[src/hw/rtl/dtbe_pkg.sv]
`timescale 1ns / 1ps
package dtbe_pkg;

  // token kinds
  localparam logic [1:0] OP_START  = 2'd0;
  localparam logic [1:0] OP_LIT    = 2'd1;
  localparam logic [1:0] OP_MATCH  = 2'd2;
  localparam logic [1:0] OP_FINISH = 2'd3;

  // configuration register indexes
  localparam logic [0:0] CFG_LIT_MODE  = 1'b0;
  localparam logic [0:0] CFG_DICT_BITS = 1'b1;

  localparam logic [2:0] DICT_MIN   = 3'd4;
  localparam logic [2:0] DICT_MAX   = 3'd6;
  localparam logic [2:0] DICT_RESET = 3'd6;
  localparam logic [2:0] SHORT_LOW  = 3'd2;

  localparam logic [9:0] LEN_LO = 10'd2;
  localparam logic [9:0] LEN_HI = 10'd518;

  typedef logic [7:0] byte_tbl_t [256];

  // literal value at each rank of the fixed ASCII code
  localparam byte_tbl_t ASCII_RANK = '{
    8'h20, 8'h45, 8'h61, 8'h65, 8'h69, 8'h6c, 8'h6e, 8'h6f, 8'h72, 8'h73, 8'h74, 8'h75,
    8'h2d, 8'h31, 8'h41, 8'h43, 8'h44, 8'h49, 8'h4c, 8'h4e, 8'h4f, 8'h52, 8'h53, 8'h54,
    8'h62, 8'h63, 8'h64, 8'h66, 8'h67, 8'h68, 8'h6d, 8'h70,
    8'h0a, 8'h0d, 8'h28, 8'h29, 8'h2c, 8'h2e, 8'h30, 8'h32, 8'h33, 8'h34, 8'h35, 8'h37,
    8'h38, 8'h3d, 8'h42, 8'h46, 8'h4d, 8'h50, 8'h55, 8'h6b, 8'h77,
    8'h09, 8'h22, 8'h27, 8'h2a, 8'h2f, 8'h36, 8'h39, 8'h3a, 8'h47, 8'h48, 8'h57,
    8'h5b, 8'h5f, 8'h76, 8'h78, 8'h79,
    8'h2b, 8'h3e, 8'h4b, 8'h56, 8'h58, 8'h59, 8'h5d,
    8'h21, 8'h24, 8'h26, 8'h71, 8'h7a,
    8'h00, 8'h3c, 8'h3f, 8'h4a, 8'h51, 8'h5a, 8'h5c, 8'h6a, 8'h7b, 8'h7c,
    8'h01, 8'h02, 8'h03, 8'h04, 8'h05, 8'h06, 8'h07, 8'h08, 8'h0b, 8'h0c, 8'h0e, 8'h0f,
    8'h10, 8'h11, 8'h12, 8'h13, 8'h14, 8'h15, 8'h16, 8'h17, 8'h18, 8'h19, 8'h1b, 8'h1c,
    8'h1d, 8'h1e, 8'h1f, 8'h23, 8'h25, 8'h3b, 8'h40, 8'h5e, 8'h60, 8'h7d, 8'h7e, 8'h7f,
    8'hb0, 8'hb1, 8'hb2, 8'hb3, 8'hb4, 8'hb5, 8'hb6, 8'hb7, 8'hb8, 8'hb9, 8'hba, 8'hbb,
    8'hbc, 8'hbd, 8'hbe, 8'hbf, 8'hc0, 8'hc1, 8'hc2, 8'hc3, 8'hc4, 8'hc5, 8'hc6, 8'hc7,
    8'hc8, 8'hc9, 8'hca, 8'hcb, 8'hcc, 8'hcd, 8'hce, 8'hcf, 8'hd0, 8'hd1, 8'hd2, 8'hd3,
    8'hd4, 8'hd5, 8'hd6, 8'hd7, 8'hd8, 8'hd9, 8'hda, 8'hdb, 8'hdc, 8'hdd, 8'hde, 8'hdf,
    8'he1, 8'he5, 8'he9, 8'hee, 8'hf2, 8'hf3, 8'hf4,
    8'h1a, 8'h80, 8'h81, 8'h82, 8'h83, 8'h84, 8'h85, 8'h86, 8'h87, 8'h88, 8'h89, 8'h8a,
    8'h8b, 8'h8c, 8'h8d, 8'h8e, 8'h8f, 8'h90, 8'h91, 8'h92, 8'h93, 8'h94, 8'h95, 8'h96,
    8'h97, 8'h98, 8'h99, 8'h9a, 8'h9b, 8'h9c, 8'h9d, 8'h9e, 8'h9f, 8'ha0, 8'ha1, 8'ha2,
    8'ha3, 8'ha4, 8'ha5, 8'ha6, 8'ha7, 8'ha8, 8'ha9, 8'haa, 8'hab, 8'hac, 8'had, 8'hae,
    8'haf, 8'he0, 8'he2, 8'he3, 8'he4, 8'he6, 8'he7, 8'he8, 8'hea, 8'heb, 8'hec, 8'hed,
    8'hef, 8'hf0, 8'hf1, 8'hf5, 8'hf6, 8'hf7, 8'hf8, 8'hf9, 8'hfa, 8'hfb, 8'hfc, 8'hfd,
    8'hfe, 8'hff
  };

  // inverse table, built at elaboration; a repeated value keeps its highest rank
  function automatic byte_tbl_t build_lit_rank();
    byte_tbl_t r;
    for (int i = 0; i < 256; i++) begin
      r[i] = 8'hFF;
    end
    for (int i = 0; i < 256; i++) begin
      r[ASCII_RANK[i]] = 8'(i);
    end
    return r;
  endfunction

  localparam byte_tbl_t LIT_RANK = build_lit_rank();

  // ASCII literal groups
  localparam logic [7:0] LIT_MIN  [10] = '{8'd182, 8'd91, 8'd81, 8'd76, 8'd69,
                                          8'd53, 8'd32, 8'd12, 8'd1, 8'd0};
  localparam logic [3:0] LIT_BITS [10] = '{4'd13, 4'd12, 4'd11, 4'd10, 4'd9,
                                          4'd8, 4'd7, 4'd6, 4'd5, 4'd4};
  localparam logic [6:0] LIT_CODE [10] = '{7'h49, 7'h7F, 7'h49, 7'h29, 7'h1b,
                                          7'h1d, 7'h23, 7'h25, 7'h1d, 7'h0F};

  // offset high part groups
  localparam logic [5:0] OFF_MIN  [6] = '{6'h30, 6'h16, 6'h07, 6'h03, 6'h01, 6'h00};
  localparam logic [3:0] OFF_BITS [6] = '{4'd8, 4'd7, 4'd6, 4'd5, 4'd4, 4'd2};
  localparam logic [7:0] OFF_CODE [6] = '{8'h0F, 8'h21, 8'h1F, 8'h13, 8'h0B, 8'h03};

  // length groups
  localparam logic [8:0] LEN_MIN  [16] = '{9'd264, 9'd136, 9'd72, 9'd40, 9'd24, 9'd16,
                                          9'd12, 9'd10, 9'd9, 9'd8, 9'd7, 9'd6,
                                          9'd5, 9'd4, 9'd3, 9'd2};
  localparam logic [2:0] LEN_BITS [16] = '{3'd7, 3'd7, 3'd6, 3'd6, 3'd6, 3'd5, 3'd5, 3'd5,
                                          3'd5, 3'd4, 3'd4, 3'd4, 3'd3, 3'd3, 3'd2, 3'd3};
  localparam logic [2:0] LEN_CODE [16] = '{3'd0, 3'd1, 3'd1, 3'd2, 3'd3, 3'd2, 3'd3, 3'd4,
                                          3'd5, 3'd3, 3'd4, 3'd5, 3'd3, 3'd4, 3'd3, 3'd5};
  localparam logic [3:0] LEN_XTRA [16] = '{4'd8, 4'd7, 4'd6, 4'd5, 4'd4, 4'd3, 4'd2, 4'd1,
                                          4'd0, 4'd0, 4'd0, 4'd0, 4'd0, 4'd0, 4'd0, 4'd0};

  // one token after classification: up to four LSB-first bit fields
  typedef struct packed {
    logic        start;
    logic        finish;
    logic [13:0] seg0;
    logic [3:0]  w0;
    logic [7:0]  seg1;
    logic [3:0]  w1;
    logic [7:0]  seg2;
    logic [3:0]  w2;
    logic [5:0]  seg3;
    logic [2:0]  w3;
  } seg_t;

  // token bits packed into one vector
  typedef struct packed {
    logic        start;
    logic        finish;
    logic [29:0] vec;
    logic [4:0]  tot;
  } vec_t;

  // queue entry: up to four completed bytes
  typedef struct packed {
    logic [31:0] data;
    logic [2:0]  cnt;
  } entry_t;

endpackage

[src/hw/rtl/dtbe_if.sv]
`timescale 1ns / 1ps
interface dtbe_tok_if;
  logic       valid;
  logic       ready;
  logic [1:0] op;
  logic [7:0] literal;
  logic [9:0] match_length;
  logic [11:0] offset;

  modport source (output valid, output op, output literal, output match_length,
                  output offset, input ready);
  modport sink (input valid, input op, input literal, input match_length,
                input offset, output ready);
endinterface

interface dtbe_byte_if;
  logic       valid;
  logic       ready;
  logic [7:0] out_byte;
  logic       last;

  modport source (output valid, output out_byte, output last, input ready);
  modport sink (input valid, input out_byte, input last, output ready);
endinterface

[src/hw/rtl/dtbe_front.sv]
`timescale 1ns / 1ps
module dtbe_front (
  input  logic             clk_i,
  input  logic             rst_ni,
  input  logic             lit_mode_i,
  input  logic [2:0]       dict_bits_i,
  dtbe_tok_if.sink         tok,
  output logic             push_valid_o,
  output dtbe_pkg::entry_t push_entry_o,
  input  logic             push_ready_i
);
  import dtbe_pkg::*;

  logic        a_valid_q, b_valid_q;
  seg_t        a_d, a_q;
  vec_t        b_d, b_q;
  logic        a_free, b_take, b_free;

  logic [6:0]  pbits_q, pbits_d;
  logic [2:0]  pcnt_q, pcnt_d;

  // classification signals
  logic [2:0]  eff_dict;
  logic [7:0]  rank, lit_diff;
  logic [3:0]  lit_g, lit_w;
  logic [12:0] lit_val, lit_rev;
  logic [12:0] lit_msb;
  logic [9:0]  len, len_x;
  logic [3:0]  len_g;
  logic [6:0]  len_val, len_rev, len_msb;
  logic [2:0]  low_n;
  logic [11:0] off_sh;
  logic [5:0]  hi, low_mask, low_val;
  logic [2:0]  off_g;
  logic [7:0]  off_val, off_rev, off_msb;

  // packing signals
  logic [4:0]  p1, p2, p3;
  logic [36:0] acc, rest;
  logic [5:0]  nbits;
  logic [2:0]  nbytes;

  assign eff_dict = (dict_bits_i < DICT_MIN) ? DICT_MIN :
                    (dict_bits_i > DICT_MAX) ? DICT_MAX : dict_bits_i;

  // stage A: table lookups and code selection
  always_comb begin
    rank = LIT_RANK[tok.literal];
    lit_g = 4'd9;
    for (int g = 8; g >= 0; g--) begin
      if (rank >= LIT_MIN[g]) lit_g = 4'(g);
    end
    lit_diff = rank - LIT_MIN[lit_g];
    lit_val  = 13'(LIT_CODE[lit_g]) - 13'(lit_diff);
    lit_w    = LIT_BITS[lit_g];
    for (int j = 0; j < 13; j++) begin
      lit_rev[j] = lit_val[12-j];
    end
    lit_msb = lit_rev >> (4'd13 - lit_w);

    if (tok.match_length < LEN_LO) begin
      len = LEN_LO;
    end else if (tok.match_length > LEN_HI) begin
      len = LEN_HI;
    end else begin
      len = tok.match_length;
    end
    len_g = 4'd15;
    for (int g = 14; g >= 0; g--) begin
      if (len >= 10'(LEN_MIN[g])) len_g = 4'(g);
    end
    len_x   = len - 10'(LEN_MIN[len_g]);
    len_val = 7'(LEN_CODE[len_g]);
    for (int j = 0; j < 7; j++) begin
      len_rev[j] = len_val[6-j];
    end
    len_msb = len_rev >> (3'd7 - LEN_BITS[len_g]);

    // a length-two match always carries two low offset bits
    low_n  = (len == LEN_LO) ? SHORT_LOW : eff_dict;
    off_sh = tok.offset >> low_n;
    hi     = off_sh[5:0];
    off_g  = 3'd5;
    for (int g = 4; g >= 0; g--) begin
      if (hi >= OFF_MIN[g]) off_g = 3'(g);
    end
    off_val = OFF_CODE[off_g] - 8'(hi - OFF_MIN[off_g]);
    for (int j = 0; j < 8; j++) begin
      off_rev[j] = off_val[7-j];
    end
    off_msb  = off_rev >> (4'd8 - OFF_BITS[off_g]);
    low_mask = 6'((7'd1 << low_n) - 7'd1);
    low_val  = tok.offset[5:0] & low_mask;

    a_d = '0;
    case (tok.op)
      OP_START: begin
        a_d.start = 1'b1;
        a_d.seg0  = {13'd0, lit_mode_i};
        a_d.w0    = 4'd8;
        a_d.seg1  = {5'd0, eff_dict};
        a_d.w1    = 4'd8;
      end
      OP_LIT: begin
        if (lit_mode_i) begin
          a_d.seg0 = {lit_msb, 1'b0};
          a_d.w0   = lit_w + 4'd1;
        end else begin
          a_d.seg0 = {5'd0, tok.literal, 1'b0};
          a_d.w0   = 4'd9;
        end
      end
      OP_MATCH: begin
        a_d.seg0 = {6'd0, len_msb, 1'b1};
        a_d.w0   = 4'(LEN_BITS[len_g]) + 4'd1;
        a_d.seg1 = len_x[7:0];
        a_d.w1   = LEN_XTRA[len_g];
        a_d.seg2 = off_msb;
        a_d.w2   = OFF_BITS[off_g];
        a_d.seg3 = low_val;
        a_d.w3   = low_n;
      end
      OP_FINISH: begin
        // end marker: flag, seven zero code bits, 0xFF extra bits
        a_d.finish = 1'b1;
        a_d.seg0   = 14'd1;
        a_d.w0     = 4'd8;
        a_d.seg1   = 8'hFF;
        a_d.w1     = 4'd8;
      end
      default: a_d = '0;
    endcase
  end

  // stage B: join the fields into one vector
  always_comb begin
    p1 = 5'(a_q.w0);
    p2 = p1 + 5'(a_q.w1);
    p3 = p2 + 5'(a_q.w2);
    b_d.start  = a_q.start;
    b_d.finish = a_q.finish;
    b_d.vec    = 30'(a_q.seg0) | (30'(a_q.seg1) << p1) | (30'(a_q.seg2) << p2)
               | (30'(a_q.seg3) << p3);
    b_d.tot    = p3 + 5'(a_q.w3);
  end

  // stage C: merge with pending bits, cut whole bytes; start resets them
  always_comb begin
    acc   = ({7'd0, b_q.vec} << pcnt_q) | 37'(pbits_q);
    nbits = 6'(pcnt_q) + 6'(b_q.tot);
    if (b_q.finish) nbits = (nbits + 6'd7) & 6'b111000;
    nbytes = nbits[5:3];
    rest   = acc >> {nbytes, 3'b000};
    if (b_q.start) begin
      push_entry_o.data = {16'd0, b_q.vec[15:0]};
      push_entry_o.cnt  = 3'd2;
      pbits_d           = '0;
      pcnt_d            = '0;
    end else begin
      push_entry_o.data = acc[31:0];
      push_entry_o.cnt  = nbytes;
      pbits_d           = rest[6:0];
      pcnt_d            = nbits[2:0];
    end
  end

  assign push_valid_o = b_valid_q && (push_entry_o.cnt != 3'd0);
  assign b_take       = b_valid_q && ((push_entry_o.cnt == 3'd0) || push_ready_i);
  assign b_free       = !b_valid_q || b_take;
  assign a_free       = !a_valid_q || b_free;
  assign tok.ready    = a_free;

  always_ff @(posedge clk_i or negedge rst_ni) begin
    if (!rst_ni) begin
      a_valid_q <= 1'b0;
      b_valid_q <= 1'b0;
      pbits_q   <= '0;
      pcnt_q    <= '0;
    end else begin
      if (a_free) a_valid_q <= tok.valid;
      if (b_free) b_valid_q <= a_valid_q;
      if (b_take) begin
        pbits_q <= pbits_d;
        pcnt_q  <= pcnt_d;
      end
    end
  end

  always_ff @(posedge clk_i) begin
    if (a_free && tok.valid) a_q <= a_d;
    if (b_free && a_valid_q) b_q <= b_d;
  end

endmodule

[src/hw/rtl/dtbe_queue.sv]
`timescale 1ns / 1ps
module dtbe_queue (
  input  logic             clk_i,
  input  logic             rst_ni,
  input  logic             push_valid_i,
  input  dtbe_pkg::entry_t push_entry_i,
  output logic             push_ready_o,
  output logic             pop_valid_o,
  output dtbe_pkg::entry_t pop_entry_o,
  input  logic             pop_ready_i
);
  import dtbe_pkg::*;

  entry_t     mem_q [2];
  logic       wr_ptr_q, rd_ptr_q;
  logic [1:0] cnt_q;
  logic       push, pop;

  assign push_ready_o = (cnt_q != 2'd2);
  assign pop_valid_o  = (cnt_q != 2'd0);
  assign pop_entry_o  = mem_q[rd_ptr_q];
  assign push         = push_valid_i && push_ready_o;
  assign pop          = pop_valid_o && pop_ready_i;

  always_ff @(posedge clk_i or negedge rst_ni) begin
    if (!rst_ni) begin
      wr_ptr_q <= 1'b0;
      rd_ptr_q <= 1'b0;
      cnt_q    <= '0;
    end else begin
      if (push) wr_ptr_q <= !wr_ptr_q;
      if (pop) rd_ptr_q <= !rd_ptr_q;
      if (push && !pop) begin
        cnt_q <= cnt_q + 2'd1;
      end else if (pop && !push) begin
        cnt_q <= cnt_q - 2'd1;
      end
    end
  end

  always_ff @(posedge clk_i) begin
    if (push) mem_q[wr_ptr_q] <= push_entry_i;
  end

endmodule

[src/hw/rtl/dtbe_back.sv]
`timescale 1ns / 1ps
module dtbe_back (
  input  logic             clk_i,
  input  logic             rst_ni,
  input  logic             pop_valid_i,
  input  dtbe_pkg::entry_t pop_entry_i,
  output logic             pop_ready_o,
  dtbe_byte_if.source      bytes
);
  import dtbe_pkg::*;

  logic        ov_q, ov_d;
  logic [7:0]  ob_q, ob_d;
  logic        ol_q, ol_d;
  logic [23:0] buf_q, buf_d;
  logic [1:0]  bcnt_q, bcnt_d;
  logic        out_free;

  assign out_free    = !ov_q || bytes.ready;
  assign pop_ready_o = out_free && (bcnt_q == 2'd0);

  // drain the held entry first, then take the next one from the queue
  always_comb begin
    ov_d   = ov_q;
    ob_d   = ob_q;
    ol_d   = ol_q;
    buf_d  = buf_q;
    bcnt_d = bcnt_q;
    if (out_free) begin
      if (bcnt_q != 2'd0) begin
        ov_d   = 1'b1;
        ob_d   = buf_q[7:0];
        ol_d   = (bcnt_q == 2'd1);
        buf_d  = buf_q >> 8;
        bcnt_d = bcnt_q - 2'd1;
      end else if (pop_valid_i) begin
        ov_d   = 1'b1;
        ob_d   = pop_entry_i.data[7:0];
        ol_d   = (pop_entry_i.cnt == 3'd1);
        buf_d  = pop_entry_i.data[31:8];
        bcnt_d = 2'(pop_entry_i.cnt - 3'd1);
      end else begin
        ov_d = 1'b0;
      end
    end
  end

  always_ff @(posedge clk_i or negedge rst_ni) begin
    if (!rst_ni) begin
      ov_q   <= 1'b0;
      bcnt_q <= '0;
    end else begin
      ov_q   <= ov_d;
      bcnt_q <= bcnt_d;
    end
  end

  always_ff @(posedge clk_i) begin
    ob_q  <= ob_d;
    ol_q  <= ol_d;
    buf_q <= buf_d;
  end

  assign bytes.valid    = ov_q;
  assign bytes.out_byte = ob_q;
  assign bytes.last     = ol_q;

endmodule

[src/hw/rtl/dcl_token_bitstream_encoder_core.sv]
`timescale 1ns / 1ps
// Token to bit stream encoder for the DCL implode format.
// tok: one compressor token per transaction (start, literal, match, finish).
// bytes: the packed LSB-first stream, one byte per transaction; last marks
// the final byte a token produces. Tokens that complete no byte give none.
// cfg: cfg_we_i writes cfg_data_i into register cfg_idx_i (0 literal mode,
// 1 dictionary bits); write only while no token is in flight.
// Throughput: the front takes one token per cycle, unless the queue is full,
// through a three-step classify/join/pack pipeline; the byte output register
// drains one byte per cycle while the receiver is ready. A token produces
// at most four bytes.
// A two-entry queue between front and byte drain lets the front keep
// accepting while the receiver stalls; when it fills, tok.ready drops.
// Reset empties the pipeline, clears the pending bits and sets literal mode
// to raw and dictionary bits to 6.
module dcl_token_bitstream_encoder_core (
  input  logic       clk_i,
  input  logic       rst_ni,
  input  logic       cfg_we_i,
  input  logic [0:0] cfg_idx_i,
  input  logic [2:0] cfg_data_i,
  dtbe_tok_if.sink   tok,
  dtbe_byte_if.source bytes
);
  import dtbe_pkg::*;

  logic       lit_mode_q;
  logic [2:0] dict_bits_q;

  logic   push_valid, push_ready, pop_valid, pop_ready;
  entry_t push_entry, pop_entry;

  always_ff @(posedge clk_i or negedge rst_ni) begin
    if (!rst_ni) begin
      lit_mode_q  <= 1'b0;
      dict_bits_q <= DICT_RESET;
    end else if (cfg_we_i) begin
      case (cfg_idx_i)
        CFG_LIT_MODE:  lit_mode_q  <= cfg_data_i[0];
        CFG_DICT_BITS: dict_bits_q <= cfg_data_i;
        default: ;
      endcase
    end
  end

  dtbe_front u_front (
    .clk_i        (clk_i),
    .rst_ni       (rst_ni),
    .lit_mode_i   (lit_mode_q),
    .dict_bits_i  (dict_bits_q),
    .tok          (tok),
    .push_valid_o (push_valid),
    .push_entry_o (push_entry),
    .push_ready_i (push_ready)
  );

  dtbe_queue u_queue (
    .clk_i        (clk_i),
    .rst_ni       (rst_ni),
    .push_valid_i (push_valid),
    .push_entry_i (push_entry),
    .push_ready_o (push_ready),
    .pop_valid_o  (pop_valid),
    .pop_entry_o  (pop_entry),
    .pop_ready_i  (pop_ready)
  );

  dtbe_back u_back (
    .clk_i       (clk_i),
    .rst_ni      (rst_ni),
    .pop_valid_i (pop_valid),
    .pop_entry_i (pop_entry),
    .pop_ready_o (pop_ready),
    .bytes       (bytes)
  );

endmodule

[src/flat_wrapper.sv]
// flat-port wrapper written by rule: the top's interface ports become plain ports
module dcl_token_bitstream_encoder_core_flat import dtbe_pkg::*;
  (clk_i, rst_ni, cfg_we_i, cfg_idx_i, cfg_data_i, tok_valid, tok_op, tok_literal, tok_match_length, tok_offset, tok_ready, bytes_valid, bytes_out_byte, bytes_last, bytes_ready);
  dtbe_tok_if tok_i ();
  dtbe_byte_if bytes_i ();
  input  logic clk_i;
  input  logic rst_ni;
  input  logic cfg_we_i;
  input  logic [0:0] cfg_idx_i;
  input  logic [2:0] cfg_data_i;
  input wire logic [$bits(tok_i.valid)-1:0] tok_valid;
  input wire logic [$bits(tok_i.op)-1:0] tok_op;
  input wire logic [$bits(tok_i.literal)-1:0] tok_literal;
  input wire logic [$bits(tok_i.match_length)-1:0] tok_match_length;
  input wire logic [$bits(tok_i.offset)-1:0] tok_offset;
  output wire logic [$bits(tok_i.ready)-1:0] tok_ready;
  output wire logic [$bits(bytes_i.valid)-1:0] bytes_valid;
  output wire logic [$bits(bytes_i.out_byte)-1:0] bytes_out_byte;
  output wire logic [$bits(bytes_i.last)-1:0] bytes_last;
  input wire logic [$bits(bytes_i.ready)-1:0] bytes_ready;
  assign tok_i.valid = tok_valid;
  assign tok_i.op = tok_op;
  assign tok_i.literal = tok_literal;
  assign tok_i.match_length = tok_match_length;
  assign tok_i.offset = tok_offset;
  assign tok_ready = tok_i.ready;
  assign bytes_valid = bytes_i.valid;
  assign bytes_out_byte = bytes_i.out_byte;
  assign bytes_last = bytes_i.last;
  assign bytes_i.ready = bytes_ready;
  dcl_token_bitstream_encoder_core u_core (.clk_i(clk_i), .rst_ni(rst_ni), .cfg_we_i(cfg_we_i), .cfg_idx_i(cfg_idx_i), .cfg_data_i(cfg_data_i), .tok(tok_i), .bytes(bytes_i));
endmodule
[config.mk]
export PLATFORM = sky130hd
export DESIGN_NAME = dcl_token_bitstream_encoder_core_flat
export DESIGN_NICKNAME = d
export VERILOG_FILES = /design/src/hw/rtl/dtbe_pkg.sv /design/src/hw/rtl/dtbe_if.sv /design/src/hw/rtl/dtbe_front.sv /design/src/hw/rtl/dtbe_queue.sv /design/src/hw/rtl/dtbe_back.sv /design/src/hw/rtl/dcl_token_bitstream_encoder_core.sv /design/src/flat_wrapper.sv
export SDC_FILE = /design/constraint.sdc
export NUM_CORES = 1
export LEC_CHECK = 0
export BUFFER_PORTS_ARGS = -buffer_cell sky130_fd_sc_hd__buf_2
export CAP_MARGIN = 10
export CORE_MARGIN = 3
export CORE_UTILIZATION = 45
export DETAILED_ROUTE_END_ITERATION = 6
export HOLD_SLACK_MARGIN = 0.08
export PLACE_DENSITY = 0.72
export SETUP_SLACK_MARGIN = 0.4
export SYNTH_ARGS = -nofsm -noshare
export SYNTH_HDL_FRONTEND = slang
export SYNTH_SLANG_ARGS = --single-unit
[constraint.sdc]
create_clock -name clk_i -period 10.36 [get_ports clk_i]
set_input_delay 1.554 -clock clk_i [delete_from_list [all_inputs] [get_ports clk_i]]
set_output_delay 1.554 -clock clk_i [all_outputs]
set_load 0.01 [all_outputs]
## Word-level counts from Yosys, hierarchy flattened

Memory sizes are Yosys's and may differ from the RTL's.
Cells that the tools add are included.

| storage, ports and cells | value |
|---|---|
| register bits | 146 |
| memory bits (writable) | 70 |
| memory bits (read-only) | 2800 |
| input port bits | 41 |
| output and inout bits | 11 |
| word-level logic and storage cells | 235 |
| memories kept | 12 |

| cells by class | value |
|---|---|
| add/sub/neg operators | 20 |
| order comparisons | 37 |
| equality and inequality tests | 7 |
| shift operators | 10 |
| multiplexer cells | 79 |
| bitwise gates (word level) | 10 |
| reduce and logical (&&, ||, !) cells | 31 |

Memory list:

| memory | words | bits a word | read ports | clocked after Yosys merged registers in | wr ports | RTL line | text |
|---|---|---|---|---|---|---|---|
| (name not given) | 256 | 8 | 1 | 0 | 0 | dtbe_front.sv:48 | `rank = LIT_RANK[tok.literal];` |
| (name not given) | 16 | 9 | 1 | 0 | 0 | dtbe_front.sv:72 | `len_x = len - 10'(LEN_MIN[len_g]);` |
| (name not given) | 16 | 8 | 1 | 0 | 0 | dtbe_front.sv:53 | `lit_diff = rank - LIT_MIN[lit_g];` |
| (name not given) | 16 | 7 | 1 | 0 | 0 | dtbe_front.sv:54 | `lit_val = 13'(LIT_CODE[lit_g]) - 13'(lit_diff);` |
| u_core.u_queue.mem_q | 2 | 35 | 1 | 0 | 1 | dtbe_queue.sv:14 | `entry_t mem_q [2];` |
| (name not given) | 16 | 4 | 1 | 0 | 0 | dtbe_front.sv:117 | `a_d.w1 = LEN_XTRA[len_g];` |
| +6 memories | - | - | - | - | - | - |  |

Operators by type and width:

| kind | number |
|---|---|
| two-way mux 4 bit | 28 |
| two-way mux 8 bit | 10 |
| one-hot mux 18 bit (4 select lines) | 1 |
| OR 30 bit | 2 |
| greater-or-equal comparator 10 x 3 -> 1 bit, second input constant | 4 |
| greater-or-equal comparator 10 x 4 -> 1 bit, second input constant | 4 |
| OR 37 x 7 -> 37 bit | 1 |
| << shifter 30 x 3 -> 37 bit | 1 |
| >> shifter 37 x 6 -> 7 bit | 1 |
| two-way mux 3 bit | 12 |
| one-hot mux 12 bit (3 select lines) | 1 |
| two-way mux 35 bit | 1 |
| greater-or-equal comparator 8 x 7 -> 1 bit, second input constant | 4 |
| OR 14 x 30 -> 30 bit | 1 |
| << shifter 6 x 5 -> 30 bit | 1 |
| << shifter 8 x 4 -> 30 bit | 1 |
| << shifter 8 x 5 -> 30 bit | 1 |
| two-way mux 24 bit | 1 |
| subtractor 8 bit | 3 |
| two-way mux 7 bit | 3 |
| greater-or-equal comparator 10 x 5 -> 1 bit, second input constant | 2 |
| two-way mux 10 bit | 2 |
| two-way mux 18 bit | 1 |
| two-way mux 6 bit | 3 |
| other kinds (61) | 105 |

## Depth between registers and ports, before layout

| logic depth | value |
|---|---|
| depth after elaboration | 26 |
| mapped depth | 37 |
| gate-level depth less buffers | 32 |

## Cells and area by module

A second synthesis with hierarchy kept.

| unflattened totals | value |
|---|---|
| cells, all modules | 1786 |
| area, all modules | 17588.1 um2 |

By module, submodules not included:

| module | times used | cells each | area each (um2) | sequential area each (um2) |
|---|---|---|---|---|
| dtbe_front | 1 | 1559 | 12946.2 | 3002.9 |
| dtbe_queue | 1 | 127 | 2870.3 | 2202.1 |
| dtbe_back | 1 | 90 | 1610.3 | 1066.0 |
| dcl_token_bitstream_encoder_core | 1 | 10 | 161.4 | 102.6 |

## Least setup slack after synthesis

Ideal clock, no wire load.

| path | value |
|---|---|
| path kind | input to register |
| start point | input tok_literal[1] |
| end point | register u_core.u_front.a_q[42] (netlist name), data pin |
| setup time | 263 ps |
| arrival | 7816 ps |
| data required time | 10097 ps |
| setup slack | 2281 ps |
| cell stages on the path | 33 |
| path buffers | 4 |
| cell sequence | clkbuf_1 inv_1 ha_1 clkbuf_1 a221oi_1 or4_1 o32ai_4 nand2_1 a31o_2 o32a_1 or2_1 buf_4 inv_4 buf_6 o21ai_0 a21oi_1 ha_1 inv_1 fa_1 ha_1 inv_1 fa_1 nand2_1 nand2_1 a21oi_1 o21bai_1 a21oi_1 xnor2_1 xnor2_1 and3_1 o32a_1 a221oi_1 o21ai_0 |

| between the ends | value |
|---|---|
| cells in the longest elaborated chain, start to end | 23 |
| elaborated cells on any way between the ends | 38 |
| those cells by class | 3 x add/sub; 9 x order compare; 1 x shift; 19 x mux; 2 x bitwise; 4 x memory |

Ends and longest elaborated chain:

| item | RTL line | text |
|---|---|---|
| from (decl) | flat_wrapper.sv:13 | `input wire logic [$bits(tok_i.literal)-1:0] tok_literal;` |
| inverter 8 -> 9 bit (implied by the code) (*) | dtbe_front.sv:48 |  |
| memory read (256 x 8 bit) (*) | - |  |
| two-way mux 8 bit (implied by the code) (*) (2 in series) | dtbe_front.sv:48 |  |
| greater-or-equal comparator 8 x 1 -> 1 bit | dtbe_front.sv:51 | `if (rank >= LIT_MIN[g]) lit_g = 4'(g);` |
| two-way mux 1 bit | dtbe_front.sv:51 |  |
| two-way mux 4 bit (8 in series) | dtbe_front.sv:51 |  |
| inverter 4 -> 5 bit (implied by the code) | dtbe_front.sv:53, dtbe_front.sv:54, dtbe_front.sv:55 |  |
| memory read (16 x 8 bit) | - |  |
| two-way mux 8 bit (implied by the code) (2 in series) | dtbe_front.sv:53 |  |
| subtractor 8 bit | dtbe_front.sv:53 |  |
| subtractor 7 x 8 -> 9 bit | dtbe_front.sv:54 |  |
| >> shifter 13 x 4 -> 13 bit (*) | dtbe_front.sv:59 | `lit_msb = lit_rev >> (4'd13 - lit_w);` |
| two-way mux 18 bit (*) | dtbe_front.sv:105 | `if (lit_mode_i) begin` |
| one-hot mux 18 bit (4 select lines) (*) | dtbe_front.sv:96 | `case (tok.op)` |
| to (signal assigned) | dtbe_front.sv:190 | `if (a_free && tok.valid) a_q <= a_d;` |
| to (decl) | dtbe_front.sv:15 | `seg_t a_d, a_q;` |

Mark *: on every way between the ends. The rest lies on a longest branch, timed or not. The select of a mux whose other input is x is not followed.
A chain may end at the register's enable or synchronous reset.

## Worst setup path after layout

Same ends and word-level chain as after synthesis.

==> impl_results.md <==
- Vias: 13,920
- Syn Inst Count: 1,783
- Fin crit share: 86.0%
- Final Hold Vio Count: 0
- Diodes inserted: 0
- Starting Density: 46.1%
- Sequential share of the synthesized area: 37.4%
- Die ar.: 0.0403 mm^2
- Post-Synth XOR/XNOR Area: 2.97%
- CP arrival: 9.17 ns
- Critical Path Slowest Stage Cell: ha_1
- CTS tree: yes
- # fillers: 3,439
- P per Cell Area: 326 mW/mm^2
- Share of total power in combinational logic: 57.1%
- Largest net degree at the start of global routing: 57
- RSZ-0062 raised after global routing: false
- Synth Flop Type: edfxtp_1
- Max Fclk: 0.112 GHz
- Final Setup Violations: 0
- First-pass GRT wire length: 70,700 um
- Num CTS Buffers: 23
- GP Congestion: 0.954
- Vias in the first global route: 13,292
- Avg Inst Size Synth: 9.57 um^2
- Max-cap violations: 0
- Least-Margin Pin Slew: 1.10 ns
- FP Rows: 70
- Grt ovf: 0
- Leak Pwr: 7.10 nW
- CP Max Fanout: 19
- First DRT Iteration DRCs: 1,313
- IO buf count: 51
- All-layer global routing usage: 21.0%
- Crit end category: flop
- H-tree levels: 1
- WS Path Type: input pin to flop
- Fin crit period: 8.91 ns
- Synth Area in Compound Gates: 19.1%
- Status: completed
- Area growth, synth to finish: 7.58%
- Initial antenna violation count: 0
- YS warnings: 0
- Flop pwr share: 29.3%
- Hold_ws: 0.417 ns
- Core area: 0.0370 mm^2
- Internal Pwr Total: 3.38 mW
- Most frequent CP cell: ha_1
- Final Worst Setup Slack: 1.45 ns
- Critical Path Max Stage Delay: 0.68 ns
- P_sw: 2.60 mW
- Main combinational cell family by area after synthesis: compound AO/OA/AOI/OAI gates
- Vias/cell: 6.07
- Asr flop ratio synth: 10.6%
- Type of origin of the critical path: input pin
- Hold Path Class: flop to flop
- Hold_buf cts: 0
- Clk root buf: clkbuf_16
- Unique masters post-synth: 100
- Clock Tree Buf Depth: 3
- Relative slew slack: 26.5%
- Postcts setup bufs: 0
- Clk Latency, worst-skew pair: 0.53 ns
- Final HPWL DP: 32,200 um
- Worst vdd ir: 259 uV
- Die height: 201 um
- Total Wirelength: 44,100 um
- Clock share of power: 13.6%
- Worst R2R Path Depth: 24
- Chip width: 201 um
- CP Data Required Time: 10.62 ns
- Core Util, Final: 49.6%
- Switch share: 43.5%
- Nets@finish: 1,908
- EDFF count, synth: 193
- Simple-gate area share of the yosys netlist: 16.4%
- Fin Setup TNS: 0 ns
- Fraction of layout cells with a size suffix above 1: 11.7%
- WL per Instance: 19.2 um
- Mapped Area: 0.0171 mm^2
- Sink Count: 216
- Post-Synthesis Net Count: 1,917
- Pre-CTS setup slack: 1.13 ns
- Cts repair resizes: 0
- DRC: 0
- Hold Crit Depth: 0
- Post-synthesis mux area share: 12.3%
- Clock Skew: 0.0143 ns
- First drt pass iteration count: 5
- Synth Area in Adders: 7.28%
- Slew Viols, Final: 0
- Yosys reg bits: 216
- Remaining antenna violation count after routing: 0
- Clock slew at reported path FFs: 0.06 ns
- Ports: 52
[final timing paths]
kind	to	startpoint	slack, ns
setup / recovery	u_core.u_front.a_q[42]	tok_literal[1]	1.45
hold / removal	u_core.u_front.b_q[36]	u_core.u_front.a_q[52]	0.42
setup reg to reg	u_core.u_front.a_q[13]	u_core.dict_bits_q[1]	4.63
hold reg to reg	u_core.u_front.b_q[36]	u_core.u_front.a_q[52]	0.42
max in group asynchronous	u_core.u_queue.rd_ptr_q	rst_ni	8.85
min in group asynchronous	u_core.dict_bits_q[0]	rst_ni	1.05
[per-layer routing]
metal	vias up	part of all wire, %	GRT usage, %	routed length [um]
met5	-	0	0	0
met4	0	3.5	7.33	1540
met3	113	5.8	2.37	2570
met2	537	46	34.6	20500
met1	6638	44	29.0	19500
li1	6632	-	-	-
[worst max-delay path: cells and delay by family]
kind,cells,cell delay [ns]
adders and majority gates,6,2.23
buffers and inverters,5,0.87
and+or+nand+nor,7,1.52
xor gates and xnor gates,2,0.31
AOI/OAI and AO/OA,12,2.64
[flip-flops by register name, indices dropped and copies added (netlist names), 2 cells and up]
signal                        count
u_core.u_queue.mem_q             70
u_core.u_front.a_q               53
u_core.u_front.b_q               37
u_core.u_back.buf_q              24
u_core.u_back.bytes.out_byte      8
u_core.u_front.pbits_q            7
u_core.dict_bits_q                3
u_core.u_front.pcnt_q             3
u_core.u_back.bcnt_q              2
u_core.u_queue.cnt_q              2
[synth_stat cells (7+ instances only)]
cell type  number  area (um^2)
nand4_1        15         93.8
buf_2          13         65.1
o21a_1          9         67.6
mux4_2         23          518
a21oi_1       121          606
o221ai_1       10         87.6
and2_1         21          131
buf_1          11         41.3
nor3_1         35          175
mux2_2         34          383
o22ai_1        16          100
or3_1          11         68.8
edfxtp_1      193         5800
ha_1           84         1050
o31ai_1        10         75.1
nand3_1        38          190
and3_1         10         62.6
nand2_1       168          631
o21bai_1        7         52.6
fa_1            9          180
a22o_1         13          114
nor2b_1        43          269
mux2i_1       116         1160
a211o_1         8         70.1
inv_1          70          263
a21o_1         23          173
buf_4           8         60.1
nor2_1        159          597
a221oi_1        9         78.8
o21ai_0       107          536
or2_2          14         87.6
clkbuf_1       63          236
xor2_1         23          201
o211ai_1       15          113
a31oi_1        18          113
xnor2_1        33          289
a211oi_1       19          143
nand2b_1       32          200
dfrtp_1        21          526
o311ai_0        8         70.1
[cell families (layout without fill, tap and decap cells)]
family                   count (synthesis)  in the layout
AO/OA/AOI/OAI                          480            480
XOR/XNOR                                57             57
adder cells (fa/ha/maj)                 94             94
buffers and inverters                  180            188
flip-flops                             216            216
multiplexers                           175            175
AND/OR/NAND/NOR                        581            581
[metrics by stage]
stage / cell area (um^2) / power, mW / instances
after detailed placement: 17600 / 5.13 / 2252
after global placement: 17600 / 5.02 / 2252
after floorplan: 17100 / 4.29 / 1783
final: 18300 / 5.98 / 2295
after CTS: 18300 / 5.96 / 2294
after global routing: 18300 / 6.42 / 2295
[final cells by class]
type | instances | area [um^2] | area share, %
Clock buffer | 28 | 604 | 3.29
Tap cell | 504 | 631 | 3.44
Timing Repair Buffer | 69 | 390 | 2.13
Inverter | 77 | 294 | 1.60
Clock inverter | 14 | 145 | 0.791
Sequential cell | 216 | 6380 | 34.7
Multi-Input combinational cell | 1387 | 9910 | 54.0
[power by group through the flow]
stage / sequential, mW / combinational (mW) / clock, mW
floorplan: 1.68 / 2.61 / 0
global placement: 1.74 / 3.27 / 0
detailed placement: 1.77 / 3.36 / 0
CTS: 1.75 / 3.38 / 0.833
global route: 1.79 / 3.75 / 0.872
finish: 1.75 / 3.41 / 0.815
[layout by cell type, fill, tap and decap left out, types with 11 or more instances in the layout]
cell / count
or3_1: 11
a21o_1: 23
xnor2_1: 33
nor2_1: 158
nand4_1: 15
nor3_1: 35
o21ai_0: 107
o211ai_1: 15
a21oi_1: 120
nand2_1: 168
clkbuf_16: 23
inv_1: 70
a31oi_1: 18
edfxtp_1: 193
ha_1: 84
dfrtp_1: 19
mux2i_1: 116
a22o_1: 13
buf_2: 51
nand2b_1: 32
xor2_1: 23
a211oi_1: 19
or2_2: 14
nor2b_1: 43
mux4_2: 23
buf_4: 18
nand3_1: 38
mux2_2: 34
and2_1: 20
o22ai_1: 16
(Power assumes the default switching activity.)
